--- src/rtl/kmac_pkg.sv ---
// Shared types and constants for the knob menu autopilot controller.
// Used by kmac_ctrl, kmac_dp and knob_menu_autopilot_controller.
package kmac_pkg;

  localparam int MODE_COUNT   = 4;
  localparam int MAX_DISPLAYS = 16;
  localparam int MAX_VIEWS    = 16;

  // one full turn in centidegrees
  localparam logic [15:0] FULL_TURN = 16'd36000;

  // event codes
  localparam logic [2:0] EV_CW     = 3'd0;
  localparam logic [2:0] EV_CCW    = 3'd1;
  localparam logic [2:0] EV_CLICK  = 3'd2;
  localparam logic [2:0] EV_LONG   = 3'd3;
  localparam logic [2:0] EV_DOUBLE = 3'd4;

  // menu levels
  localparam logic [1:0] LVL_HOME    = 2'd0;
  localparam logic [1:0] LVL_MODE    = 2'd1;
  localparam logic [1:0] LVL_DISPLAY = 2'd2;
  localparam logic [1:0] LVL_VIEW    = 2'd3;

  // action kinds
  localparam logic [1:0] ACT_NONE   = 2'd0;
  localparam logic [1:0] ACT_MODE   = 2'd1;
  localparam logic [1:0] ACT_TARGET = 2'd2;
  localparam logic [1:0] ACT_VIEW   = 2'd3;

  // autopilot modes
  localparam logic [1:0] MODE_STANDBY = 2'd0;
  localparam logic [1:0] MODE_AUTO    = 2'd1;

  // configuration register indexes
  localparam logic REG_SMALL_STEP = 1'b0;
  localparam logic REG_BIG_STEP   = 1'b1;

  typedef struct packed {
    logic [2:0]  req_type;
    logic        held;
    logic        heading_valid;
    logic [15:0] heading_centideg;
    logic        ap_target_valid;
    logic [15:0] ap_target_centideg;
    logic [4:0]  num_displays;
    logic [4:0]  num_views;
  } req_t;

  typedef struct packed {
    logic [1:0]  action_kind;
    logic [1:0]  mode_index;
    logic [15:0] target_centideg;
    logic [3:0]  display_index;
    logic [3:0]  view_index;
    logic [1:0]  menu_level;
    logic [3:0]  highlight_index;
  } rsp_t;

  // sequencer commands to the datapath
  typedef struct packed {
    logic load;      // capture request
    logic prep;      // reduce seed, form step, start remainder
    logic div_step;  // one remainder iteration
    logic exec;      // commit state, load result register
  } cmd_t;

endpackage

--- src/rtl/kmac_ctrl.sv ---
// Sequencer for the knob menu controller: request handshake, step timing
// and result valid. Depends on kmac_pkg.
module kmac_ctrl (
  input  logic            clk,
  input  logic            rst,
  input  logic            req_valid,
  output logic            req_ready,
  output logic            rsp_valid,
  input  logic            rsp_ready,
  output kmac_pkg::cmd_t  cmd
);
  import kmac_pkg::*;

  localparam logic [1:0] S_IDLE = 2'd0;
  localparam logic [1:0] S_PREP = 2'd1;
  localparam logic [1:0] S_DIV  = 2'd2;
  localparam logic [1:0] S_EXEC = 2'd3;

  logic [1:0] state, state_next;
  logic [1:0] cnt, cnt_next;
  logic       rsp_valid_next;

  assign req_ready = (state == S_IDLE);

  always_comb begin
    state_next = state;
    cnt_next   = cnt;
    cmd        = '0;
    unique case (state)
      S_IDLE: begin
        if (req_valid) begin
          cmd.load   = 1'b1;
          state_next = S_PREP;
        end
      end
      S_PREP: begin
        cmd.prep   = 1'b1;
        cnt_next   = 2'd0;
        state_next = S_DIV;
      end
      S_DIV: begin
        cmd.div_step = 1'b1;
        cnt_next     = cnt + 2'd1;
        if (cnt == 2'd3) begin
          state_next = S_EXEC;
        end
      end
      S_EXEC: begin
        // wait for the result register to free up
        if (!rsp_valid || rsp_ready) begin
          cmd.exec   = 1'b1;
          state_next = S_IDLE;
        end
      end
      default: state_next = S_IDLE;
    endcase
  end

  always_comb begin
    rsp_valid_next = rsp_valid;
    if (cmd.exec) begin
      rsp_valid_next = 1'b1;
    end else if (rsp_ready) begin
      rsp_valid_next = 1'b0;
    end
  end

  always_ff @(posedge clk) begin
    if (rst) begin
      state     <= S_IDLE;
      cnt       <= 2'd0;
      rsp_valid <= 1'b0;
    end else begin
      state     <= state_next;
      cnt       <= cnt_next;
      rsp_valid <= rsp_valid_next;
    end
  end

  a_accept_to_prep: assert property (@(posedge clk) disable iff (rst)
    req_valid && req_ready |=> state == S_PREP)
    else $error("accepted request did not start preparation");

  a_div_length: assert property (@(posedge clk) disable iff (rst)
    state == S_DIV && cnt == 2'd3 |=> state == S_EXEC)
    else $error("remainder did not finish after four steps");

  a_exec_gives_result: assert property (@(posedge clk) disable iff (rst)
    cmd.exec |=> rsp_valid && state == S_IDLE)
    else $error("commit did not present a result");

  a_no_overwrite: assert property (@(posedge clk) disable iff (rst)
    cmd.exec |-> !rsp_valid || rsp_ready)
    else $error("result overwritten before taken");

endmodule

--- src/rtl/kmac_dp.sv ---
// Datapath for the knob menu controller: config registers, menu state,
// heading nudge arithmetic, iterative remainder and result register.
// Depends on kmac_pkg.
module kmac_dp (
  input  logic            clk,
  input  logic            rst,
  input  logic            cfg_we,
  input  logic            cfg_index,
  input  logic [6:0]      cfg_data,
  input  kmac_pkg::req_t  req,
  input  kmac_pkg::cmd_t  cmd,
  output kmac_pkg::rsp_t  rsp
);
  import kmac_pkg::*;

  localparam logic [4:0] MODE_N = 5'(MODE_COUNT);
  localparam logic [4:0] DISP_N = 5'(MAX_DISPLAYS);
  localparam logic [4:0] VIEW_N = 5'(MAX_VIEWS);

  // config
  logic [6:0]  small_step, big_step;

  // menu state
  logic [1:0]  level, level_next;
  logic        engaged, engaged_next;
  logic [1:0]  last_mode, last_mode_next;
  logic [3:0]  highlight, highlight_next;
  logic [3:0]  chosen_display, chosen_display_next;
  logic        pending_valid, pending_valid_next;
  logic [15:0] pending_target, pending_target_next;

  // per-request working registers
  req_t        req_q;
  logic [15:0] seed;
  logic [13:0] delta;
  logic [4:0]  n;
  logic [4:0]  r;
  logic [3:0]  q;

  // prep-stage logic
  logic [15:0] seed_raw, seed_mod;
  logic [6:0]  step_deg;
  logic [13:0] delta_calc;
  logic [4:0]  dc_sat, vc_sat, n_sel;
  logic [4:0]  r_shift;

  // exec-stage logic
  logic [16:0] sum_up, sum_dn;
  logic [15:0] t_up, t_dn;
  logic [4:0]  w_up, w_dn;
  logic [3:0]  wrapped;
  logic        up;
  rsp_t        rsp_next;

  always_comb begin
    if (pending_valid) begin
      seed_raw = pending_target;
    end else if (req_q.ap_target_valid) begin
      seed_raw = req_q.ap_target_centideg;
    end else if (req_q.heading_valid) begin
      seed_raw = req_q.heading_centideg;
    end else begin
      seed_raw = 16'd0;
    end
    seed_mod = (seed_raw >= FULL_TURN) ? seed_raw - FULL_TURN : seed_raw;

    step_deg   = req_q.held ? big_step : small_step;
    // degrees * 100 = *64 + *32 + *4
    delta_calc = 14'({step_deg, 6'd0}) + 14'({step_deg, 5'd0}) + 14'({step_deg, 2'd0});

    dc_sat = (req_q.num_displays > DISP_N) ? DISP_N : req_q.num_displays;
    vc_sat = (req_q.num_views > VIEW_N) ? VIEW_N : req_q.num_views;
    unique case (level)
      LVL_MODE:    n_sel = MODE_N;
      LVL_DISPLAY: n_sel = dc_sat;
      default:     n_sel = vc_sat;
    endcase

    // restoring remainder, one dividend bit per step
    r_shift = {r[3:0], q[3]};
    if (r_shift >= n) begin
      r_shift = r_shift - n;
    end
  end

  always_comb begin
    up     = (req_q.req_type == EV_CW);
    sum_up = 17'(seed) + 17'(delta);
    sum_dn = 17'(seed) + 17'(FULL_TURN) - 17'(delta);
    t_up   = (sum_up >= 17'(FULL_TURN)) ? 16'(sum_up - 17'(FULL_TURN)) : sum_up[15:0];
    t_dn   = (sum_dn >= 17'(FULL_TURN)) ? 16'(sum_dn - 17'(FULL_TURN)) : sum_dn[15:0];

    w_up = (r + 5'd1 == n) ? 5'd0 : r + 5'd1;
    w_dn = (r == 5'd0) ? n - 5'd1 : r - 5'd1;
    if (n == 5'd0) begin
      wrapped = 4'd0;
    end else begin
      wrapped = up ? w_up[3:0] : w_dn[3:0];
    end

    level_next          = level;
    engaged_next        = engaged;
    last_mode_next      = last_mode;
    highlight_next      = highlight;
    chosen_display_next = chosen_display;
    pending_valid_next  = pending_valid;
    pending_target_next = pending_target;
    rsp_next            = '0;

    unique case (level)
      LVL_HOME: begin
        case (req_q.req_type)
          EV_CW, EV_CCW: begin
            rsp_next.action_kind     = ACT_TARGET;
            rsp_next.target_centideg = up ? t_up : t_dn;
            pending_valid_next       = 1'b1;
            pending_target_next      = up ? t_up : t_dn;
          end
          EV_CLICK: begin
            rsp_next.action_kind = ACT_MODE;
            engaged_next         = !engaged;
            rsp_next.mode_index  = engaged ? MODE_STANDBY : last_mode;
          end
          EV_LONG: begin
            level_next     = LVL_MODE;
            highlight_next = {2'd0, last_mode};
          end
          EV_DOUBLE: begin
            level_next     = LVL_DISPLAY;
            highlight_next = 4'd0;
          end
          default: ;
        endcase
      end
      LVL_MODE: begin
        case (req_q.req_type)
          EV_CW, EV_CCW: highlight_next = wrapped;
          EV_CLICK: begin
            level_next          = LVL_HOME;
            engaged_next        = (highlight != 4'd0);
            if (highlight != 4'd0) begin
              last_mode_next = highlight[1:0];
            end
            rsp_next.action_kind = ACT_MODE;
            rsp_next.mode_index  = highlight[1:0];
          end
          EV_DOUBLE: level_next = LVL_HOME;
          default: ;
        endcase
      end
      LVL_DISPLAY: begin
        case (req_q.req_type)
          EV_CW, EV_CCW: highlight_next = wrapped;
          EV_CLICK: begin
            chosen_display_next = highlight;
            level_next          = LVL_VIEW;
            highlight_next      = 4'd0;
          end
          EV_DOUBLE: level_next = LVL_HOME;
          default: ;
        endcase
      end
      default: begin
        case (req_q.req_type)
          EV_CW, EV_CCW: highlight_next = wrapped;
          EV_CLICK: begin
            rsp_next.action_kind   = ACT_VIEW;
            rsp_next.display_index = chosen_display;
            rsp_next.view_index    = highlight;
          end
          EV_DOUBLE: level_next = LVL_DISPLAY;
          default: ;
        endcase
      end
    endcase

    rsp_next.menu_level      = level_next;
    rsp_next.highlight_index = highlight_next;
  end

  always_ff @(posedge clk) begin
    if (rst) begin
      small_step     <= 7'd1;
      big_step       <= 7'd10;
      level          <= LVL_HOME;
      engaged        <= 1'b0;
      last_mode      <= MODE_AUTO;
      highlight      <= 4'd0;
      chosen_display <= 4'd0;
      pending_valid  <= 1'b0;
      pending_target <= 16'd0;
    end else begin
      if (cfg_we) begin
        unique case (cfg_index)
          REG_SMALL_STEP: small_step <= cfg_data;
          REG_BIG_STEP:   big_step   <= cfg_data;
          default: ;
        endcase
      end
      if (cmd.exec) begin
        level          <= level_next;
        engaged        <= engaged_next;
        last_mode      <= last_mode_next;
        highlight      <= highlight_next;
        chosen_display <= chosen_display_next;
        pending_valid  <= pending_valid_next;
        pending_target <= pending_target_next;
      end
    end
  end

  // working and result registers carry no reset
  always_ff @(posedge clk) begin
    if (cmd.load) begin
      req_q <= req;
    end
    if (cmd.prep) begin
      seed  <= seed_mod;
      delta <= delta_calc;
      n     <= n_sel;
      r     <= 5'd0;
      q     <= highlight;
    end
    if (cmd.div_step) begin
      r <= r_shift;
      q <= {q[2:0], 1'b0};
    end
    if (cmd.exec) begin
      rsp <= rsp_next;
    end
  end

  a_pending_in_range: assert property (@(posedge clk) disable iff (rst)
    pending_target < FULL_TURN)
    else $error("pending target out of range");

  a_mode_highlight: assert property (@(posedge clk) disable iff (rst)
    level == LVL_MODE |-> highlight < 4'(MODE_COUNT))
    else $error("mode picker highlight out of range");

  a_state_only_on_exec: assert property (@(posedge clk) disable iff (rst)
    !cmd.exec |=> $stable(level) && $stable(highlight) && $stable(pending_target))
    else $error("menu state changed outside commit");

endmodule

--- src/rtl/knob_menu_autopilot_controller.sv ---
// An accepted request passes the prep, remainder and commit states; its result
// is registered at commit; no new request is taken before then. The remainder,
// one bit per cycle, wraps the highlight by the current count. A result held in
// the output register lets the next request be accepted but stalls its commit.
// Reset (rst, synchronous, active high): home level, disengaged, last mode auto,
// no pending target, steps 1 and 10 degrees, no result pending.
module knob_menu_autopilot_controller (
  input  logic            clk,
  input  logic            rst,
  input  logic            req_valid,
  output logic            req_ready,
  input  kmac_pkg::req_t  req,
  output logic            rsp_valid,
  input  logic            rsp_ready,
  output kmac_pkg::rsp_t  rsp,
  input  logic            cfg_we,
  input  logic            cfg_index,
  input  logic [6:0]      cfg_data
);
  import kmac_pkg::*;

  cmd_t cmd;

  kmac_ctrl u_ctrl (
    .clk       (clk),
    .rst       (rst),
    .req_valid (req_valid),
    .req_ready (req_ready),
    .rsp_valid (rsp_valid),
    .rsp_ready (rsp_ready),
    .cmd       (cmd)
  );

  kmac_dp u_dp (
    .clk       (clk),
    .rst       (rst),
    .cfg_we    (cfg_we),
    .cfg_index (cfg_index),
    .cfg_data  (cfg_data),
    .req       (req),
    .cmd       (cmd),
    .rsp       (rsp)
  );

endmodule

--- config.mk ---
export PLATFORM = sky130hd
export DESIGN_NAME = knob_menu_autopilot_controller
export DESIGN_NICKNAME = d
export VERILOG_FILES = /design/src/rtl/kmac_pkg.sv /design/src/rtl/kmac_ctrl.sv /design/src/rtl/kmac_dp.sv /design/src/rtl/knob_menu_autopilot_controller.sv
export SDC_FILE = /design/constraint.sdc
export NUM_CORES = 1
export LEC_CHECK = 0
export BUFFER_PORTS_ARGS = -buffer_cell sky130_fd_sc_hd__buf_4
export CELL_PAD_IN_SITES_DETAIL_PLACEMENT = 0
export CELL_PAD_IN_SITES_GLOBAL_PLACEMENT = 1
export CORE_MARGIN = 2
export CORE_UTILIZATION = 40
export DETAILED_ROUTE_END_ITERATION = 8
export GPL_TIMING_DRIVEN = 0
export PLACE_DENSITY = 0.76
export RECOVER_POWER = 100
export REMOVE_ABC_BUFFERS = 1
export SETUP_SLACK_MARGIN = 0.3
export SLEW_MARGIN = 20
export SYNTH_ARGS = -nofsm -noshare
export SYNTH_HDL_FRONTEND = slang
export SYNTH_SLANG_ARGS = --single-unit
--- constraint.sdc ---
create_clock -name clk -period 11 [get_ports clk]
set_input_delay 3.3 -clock clk [delete_from_list [all_inputs] [get_ports clk]]
set_output_delay 3.3 -clock clk [all_outputs]
set_load 0.03 [all_outputs]
======== Word level (Yosys, flattened, before mapping) ========
Cells that the tools add are included.
Widths: inputs -> output; s select.
storage, ports and cells
  flip-flop bits (word level) ............. 175
  bits in latches ......................... 0
  bits in writable memories ............... 0
  ROM bits ................................ 0
  output and inout bits ................... 36
  word-level logic and storage cells ...... 146
  memories kept ........................... 0
operators by class
  $add $sub $neg .......................... 13
  multiply operators ...................... 0
  div/mod/pow operators ................... 0
  $lt $le $gt $ge ......................... 6
  equal/unequal tests ..................... 16
  shift-type cells ........................ 0
  multiplexer cells ....................... 52
  bitwise operators ....................... 2
  reduce and logical (&&, ||, !) cells .... 24
operators by type and width
  cell                    number
  $mux 16                 7
  $sub 16x16->16 const B  3
  $ge 17x16->1 const B    2
  $mux 4                  7
  $mux 5                  5
  $pmux 4 s2              3
  $pmux 2 s2              5
  $add 16x14->17          1
  $add 16x16->17 const B  1
  $sub 17x14->17          1
  $ge 16x16->1 const B    1
  $mux 2                  8
  $add 13x12->14          1
  $add 14x9->14           1
  $pmux 2 s3              2
  $gt 5x5->1 const B      2
  $logic_not 5->1         2
  $mux 1                  10
  $pmux 5 s2              1
  $reduce_and 3->1        3
  $eq 2x2->1 const B      4
  $pmux 2 s4              1
  $reduce_and 4->1        2
  $reduce_bool 2->1       4
  24 further kinds        36

======== Depth between registers and ports, before layout ========
Gate-level depths: netlist (run 1).
  depth after elaboration ................. 7
  depth in mapped cells ................... 16
  depth with buffers taken out ............ 15

======== Hierarchy ========
Synthesis (run 1) repeated with hierarchy kept, for this count alone.
unflattened totals
  cells, all modules ...................... 1149
  area, all modules ....................... 11078.1 sq um
by module, submodules not included
  module     times used  cells an instance  area each (sq um)  seq. area each (sq um)
  kmac_dp    1           1116               10770.3            4594.4
  kmac_ctrl  1           33                 307.8              100.1

======== Least setup slack after synthesis (run 1) ========
No wires, ideal clock.
  path type ............................... input port to flip-flop
  from .................................... in rsp_ready
  to ...................................... reg u_dp.pending_target[2]
  setup time .............................. 0.128 ns
  arrival time ............................ 5.269 ns
  required time ........................... 10.872 ns
  setup slack ............................. 5.603 ns
  stages .................................. 8
  cell sequence ........................... nand2b_1 nand2_1 clkinv_1 nand3_1 buf_2 a211oi_1 a21oi_1 nor2_1
RTL lines
  what                  RTL line                              RTL
  start, declared       knob_menu_autopilot_controller.sv:14  input logic rsp_ready,
  end signal, assigned  kmac_dp.sv:207                        pending_target <= pending_target_next;
  end, declared         kmac_dp.sv:30                         logic [15:0] pending_target, pending_target_next;

==> metrics.yaml, run 1 <==
critical_path:
  slowest_delay_ps: 1480
  cp.required_ps: 11230
  arrival_ps: 6870
  endpoint_kind: "flip-flop"
  path_cells: "clkbuf_1 -> nand2b_1 -> nand2_1 -> clkinvlp_2 -> nand3_1 -> a211oi_1 -> a21oi_1 -> nor2_1"
  start_kind: "primary input"
  cp_slowest_cell: "clkinvlp_2"
  crit_path_max_fanout: 39
  r2r_slack_ps: 6130
  criticalPathCategory: "primary input to flip-flop"
  critPathBufInv: 2
  cp_top_family: "simple AND/OR/NAND/NOR gates"
routing:
  initialDrtViolationCount: 571
  vias: 8132
  drt-total-wl_um: 25500
  first_pass_iters: 5
  wl_per_cell_um: 17.2
  drtAntennaViolNets: 0
  vias_per_cell: 5.48
  drc: 0
placed_design:
  place_inst: 1453
  place.gp.congestion: 0.863
  place.port_buffers: 96
  place_area_um2: 11700
  hpwlAfterDp_um: 19200
flow_run:
  maxCapViolations: 4
finish:
  layout-drive-gt1-share_pct: 11.6
  fillers: 2517
  final_cells: 1485
  design_area_um2: 12000
  n_antenna_cell: 0
  layout_commonest_cell: "edfxtp_1"
  layout_common_cells: "edfxtp_1, nand2_1, nor2_1"
  layout.nets: 1273
  area_growth_pct: 13.3
status:
  violations: "max-capacitance violations, max-slew violations"
  status: "finished, violations left"
clock_network:
  post_cts_buffers: 0
  cts_tree: "built"
  cts_root_buffer: "clkbuf_16"
  ctsHoldBuffers: 0
  cts_sinks: 173
  cts-resized-gates: 0
  cts_made_buffers: 17
  cts_max_level: 4
  cts_buffer_depth: 2
  path_clk_slew_ps: 70
  clock_latency_ps: 430
timing:
  fin_crit_ps: 6640
  clock.fmax_mhz: 151
  worstMarginPinSlew_ps: 2470
  slew_viol_final: 151
  hold_viol: 0
  fin_crit_sh_pct: 60.4
  fin_tns_setup_ps: 0
  rsz0062_at_grt: "false"
  finalSetupViolCount: 0
  skew_ps: 13.1
  max_slew_margin_pct: -64.9
grt:
  grt_pass1_wl_um: 41200
  grt_start_max_net_pins: 51
  grt_usage_pct: 18.3
  overflow: 0
  antenna_found_initial: 0
  first_global_vias: 7662
die:
  fp-row-count: 59
  die_w_um: 167
  initial_core_util_pct: 40.8
  core-area_um2: 26100
  chipHeight_um: 167
  ioPinCount: 97
  dieArea_um2: 27900
logic_synthesis:
  synth_ff_type: "edfxtp_1"
  avgSynthCellArea_um2: 10.0
  yosysSeqAreaShare_pct: 44.2
  ys_async_sr_fraction_pct: 0
  yosys.cell_types.count: 95
  synth-seq-cells: 173
  synthCells: 1060
  netlist_area_um2: 10600
  synth_top_cell_area_share_pct: 34.8
  synth-edff-count: 123
  synth_top_area_cell: "edfxtp_1"
  yosys_warnings: 0
  synth_area_leaders: "edfxtp_1, dfxtp_1, ha_1, nand2_1, a21oi_1"
min_path:
  hp-class: "flip-flop to flip-flop"
==> sequential cells by signal (all words and copies together) (netlist names) <==
name                 count
u_dp.small_step          7
u_dp.chosen_display      4
u_dp.n                   5
u_dp.big_step            7
u_dp.engaged             1
u_dp.r                   5
u_ctrl.state             2
u_ctrl.cnt               2
u_dp.rsp                34
u_ctrl.rsp_valid         1
u_dp.last_mode           2
u_dp.req_q              48
u_dp.pending_valid       1
u_dp.seed               16
u_dp.pending_target     16
u_dp.q                   4
u_dp.highlight           4
u_dp.level               2
u_dp.delta              12
==> logic make-up after synthesis <==
family / Yosys count / synth area share [%]
DFF: 173 / 44.2
xor gates and xnor gates: 50 / 4.37
adders and majority gates: 75 / 9.26
AOI/OAI and AO/OA: 287 / 19.7
and+or+nand+nor: 332 / 15.1
buffers and inverters: 109 / 4.06
muxes: 34 / 3.32
==> area by class of cell <==
class	count	area, um2	share of cell area [%]
inverter	68	256	2.13
multi-input combinational	778	5470	45.4
clock buffer	20	447	3.71
tap	335	419	3.48
sequential	173	4690	39.0
clock inverter	12	159	1.32
timing repair buffer	99	589	4.90
==> worst min-delay path, stage by stage (launching register included) <==
cell     delay (ps)
dfxtp_1         310
nand2_1          50
a21oi_1          50
==> Yosys cell counts, drive strengths merged, types with 6 or more instances <==
cell	instances
nand3	32
o21bai	7
and3	6
a21oi	72
nor3	20
inv	67
o211ai	17
nand2b	15
and2	13
buf	11
dfxtp	50
mux2i	24
o21ai	49
nor2	95
a311oi	6
edfxtp	123
nand3b	9
a211oi	25
a21o	17
nand2	100
mux2	10
ha	69
o2111ai	6
xnor2	35
clkbuf	30
xor2	15
nor2b	14
fa	6
a22oi	18
==> final timing paths <==
kind                                    startpoint                 endpoint  cells past startpoint
worst min register to register  u_dp.small_step[1]       u_dp.small_step[1]                      2
worst min-delay path            u_dp.small_step[1]       u_dp.small_step[1]                      2
worst max register to register       u_dp.delta[3]  u_dp.pending_target[13]                     13
worst max-delay path                     rsp_ready   u_dp.pending_target[2]                      8
==> metal layers <==
layer | up-vias | track usage [%] | part of all wire (%)
li1 | 4047 | - | -
met1 | 3828 | 27.8 | 50
met4 | 0 | 4.61 | 1.1
met3 | 17 | 3.30 | 5.7
met5 | - | 0 | 0
met2 | 240 | 26.8 | 43
==> per-stage QoR <==
| stage | hold WS, ps | utilization [%] | setup slack (ps) |
|---|---|---|---|
| 2_1_floorplan | 426 | - | 5500 |
| 4_1_cts | 455 | 47.0 | 5650 |
| 3_3_place_gp | 437 | 44.5 | 4350 |
| 5_1_grt | 478 | 46.2 | 3980 |
| 6_report | 452 | 46.2 | 4360 |
| 3_5_place_dp | 445 | 44.7 | 5210 |
Power of run 1 is not shown: default switching activity piles up to over one toggle a cycle in this logic, so the estimate is an artifact.
==> run 2, diff against run 1 <==
- PLACE_DENSITY: 0.76 -> 0.79
- clock period: 11 -> 5.73 ns (I/O delays scaled with it)
==> metrics.yaml, run 2 (same netlist as run 1, synthesis figures left out) <==
status:
  status: "finished, violations left"
  violations: "max-capacitance violations, max-slew violations"
critical_path:
  cp_common_cell: "a211oi_1"
  r2r-start: "u_dp.seed[9]"
  start_kind: "flip-flop"
  criticalPathCategory: "flip-flop to flip-flop"
  cp.required_ps: 5920
  path_cells: "ha_1 -> ha_1 -> a211oi_1 -> a2111oi_0 -> o311ai_0 -> o311a_1 -> a211oi_1 -> o22ai_1 -> o21ai_0 -> xnor2_1 -> mux2i_1 -> a211oi_1"
  cp_top_family: "compound AO/OA/AOI/OAI gates"
  cp_slowest_cell: "a2111oi_0"
  slowest_delay_ps: 640
  endpoint_kind: "flip-flop"
  worstSetupStartpoint: "u_dp.seed[9]"
  crit_path_max_fanout: 10
  critPathBufInv: 0
  arrival_ps: 5020
finish:
  area_growth_pct: 12.6
  layout_common_cells: "edfxtp_1, nand2_1, nor2_1"
  layout.nets: 1273
  largest_reg_flops: 48
  regMostFlops: "u_dp.req_q"
  layout-drive-gt1-share_pct: 11.4
  fillers: 2480
  final_cells: 1485
  n_antenna_cell: 0
  layout_commonest_cell: "edfxtp_1"
  top_regs: "u_dp.req_q: 48 flops, u_dp.rsp: 34 flops"
clock_network:
  cts-resized-gates: 0
  cts_max_level: 4
  cts_buffer_depth: 2
  cts_root_buffer: "clkbuf_16"
  path_clk_slew_ps: 70
  ctsHoldBuffers: 0
  post_cts_buffers: 0
  cts_sinks: 173
  cts_tree: "built"
  cts_made_buffers: 17
  clock_latency_ps: 440
placed_design:
  hpwlAfterDp_um: 19100
  place.port_buffers: 96
  place.gp.congestion: 0.885
  place_inst: 1453
routing:
  vias_per_cell: 5.50
  first_pass_iters: 4
  initialDrtViolationCount: 549
  drc: 0
  drtAntennaViolNets: 0
  drt-total-wl_um: 25300
  vias: 8168
  wl_per_cell_um: 17.0
die:
  fp-row-count: 59
  ioPinCount: 97
  initial_core_util_pct: 40.8
  chipHeight_um: 167
  dieArea_um2: 27900
  core-area_um2: 26100
  die_w_um: 167
timing:
  rsz0062_at_grt: "false"
  skew_ps: 15.5
  clock.fmax_mhz: 207
  fin_crit_ps: 4830
  finalSetupViolCount: 0
  fin_crit_sh_pct: 84.3
  worstMarginPinSlew_ps: 2480
  hold_viol: 0
  max_slew_margin_pct: -65.3
  hold_ws_ps: 451
  slew_viol_final: 109
  fin_tns_setup_ps: 0
min_path:
  hp-class: "flip-flop to flip-flop"
  hp-start: "u_dp.chosen_display[0]"
grt:
  first_global_vias: 7842
  grt_start_max_net_pins: 51
  antenna_found_initial: 0
  overflow: 0
  grt_pass1_wl_um: 41100
  grt_usage_pct: 18.3
flow_run:
  maxCapViolations: 3
[run 2: worst paths after layout]
path | end | slack [ps] | cells after the start
worst min register to register | u_dp.chosen_display[0] | 450 | 2
worst max-delay path | u_dp.pending_target[13] | 900 | 12
worst min-delay path | u_dp.chosen_display[0] | 450 | 2
worst max register to register | u_dp.pending_target[13] | 900 | 12
[run 2: layer usage]
layer	share of wire (%)	wire (um)	GRT usage, %	vias to the layer above
li1	-	-	-	4050
met1	50	12500	26.9	3876
met2	43	11000	27.5	215
met3	5.5	1400	3.33	27
met4	1.6	393	5.55	0
met5	0	0	0	-
[run 2: cell type report]
cell class	count	area (um2)	share of cell area, %
multi-input combinational	778	5460	45.7
sequential	173	4690	39.3
timing repair buffer	99	589	4.93
clock buffer	19	433	3.62
tap	335	419	3.51
inverter	68	256	2.15
clock inverter	13	104	0.869
[run 2: worst reg2reg max path: stages (launching register included)]
cell       delay, ps
edfxtp_1         410
ha_1             400
ha_1             590
a211oi_1         160
a2111oi_0        640
o311ai_0         350
o311a_1          280
a211oi_1         430
o22ai_1          370
o21ai_0          300
xnor2_1          100
mux2i_1          410
a211oi_1         150
[run 2: metrics by stage]
stage,util (%),setup slack [ps],instance area (um2)
after detailed placement,44.7,1440,11700
after global routing,45.9,678,12000
final,45.9,899,12000
after floorplan,-,1810,10400
after CTS,46.8,1420,12200
after global placement,44.5,702,11600
Power of run 2 is left out for the same reason.
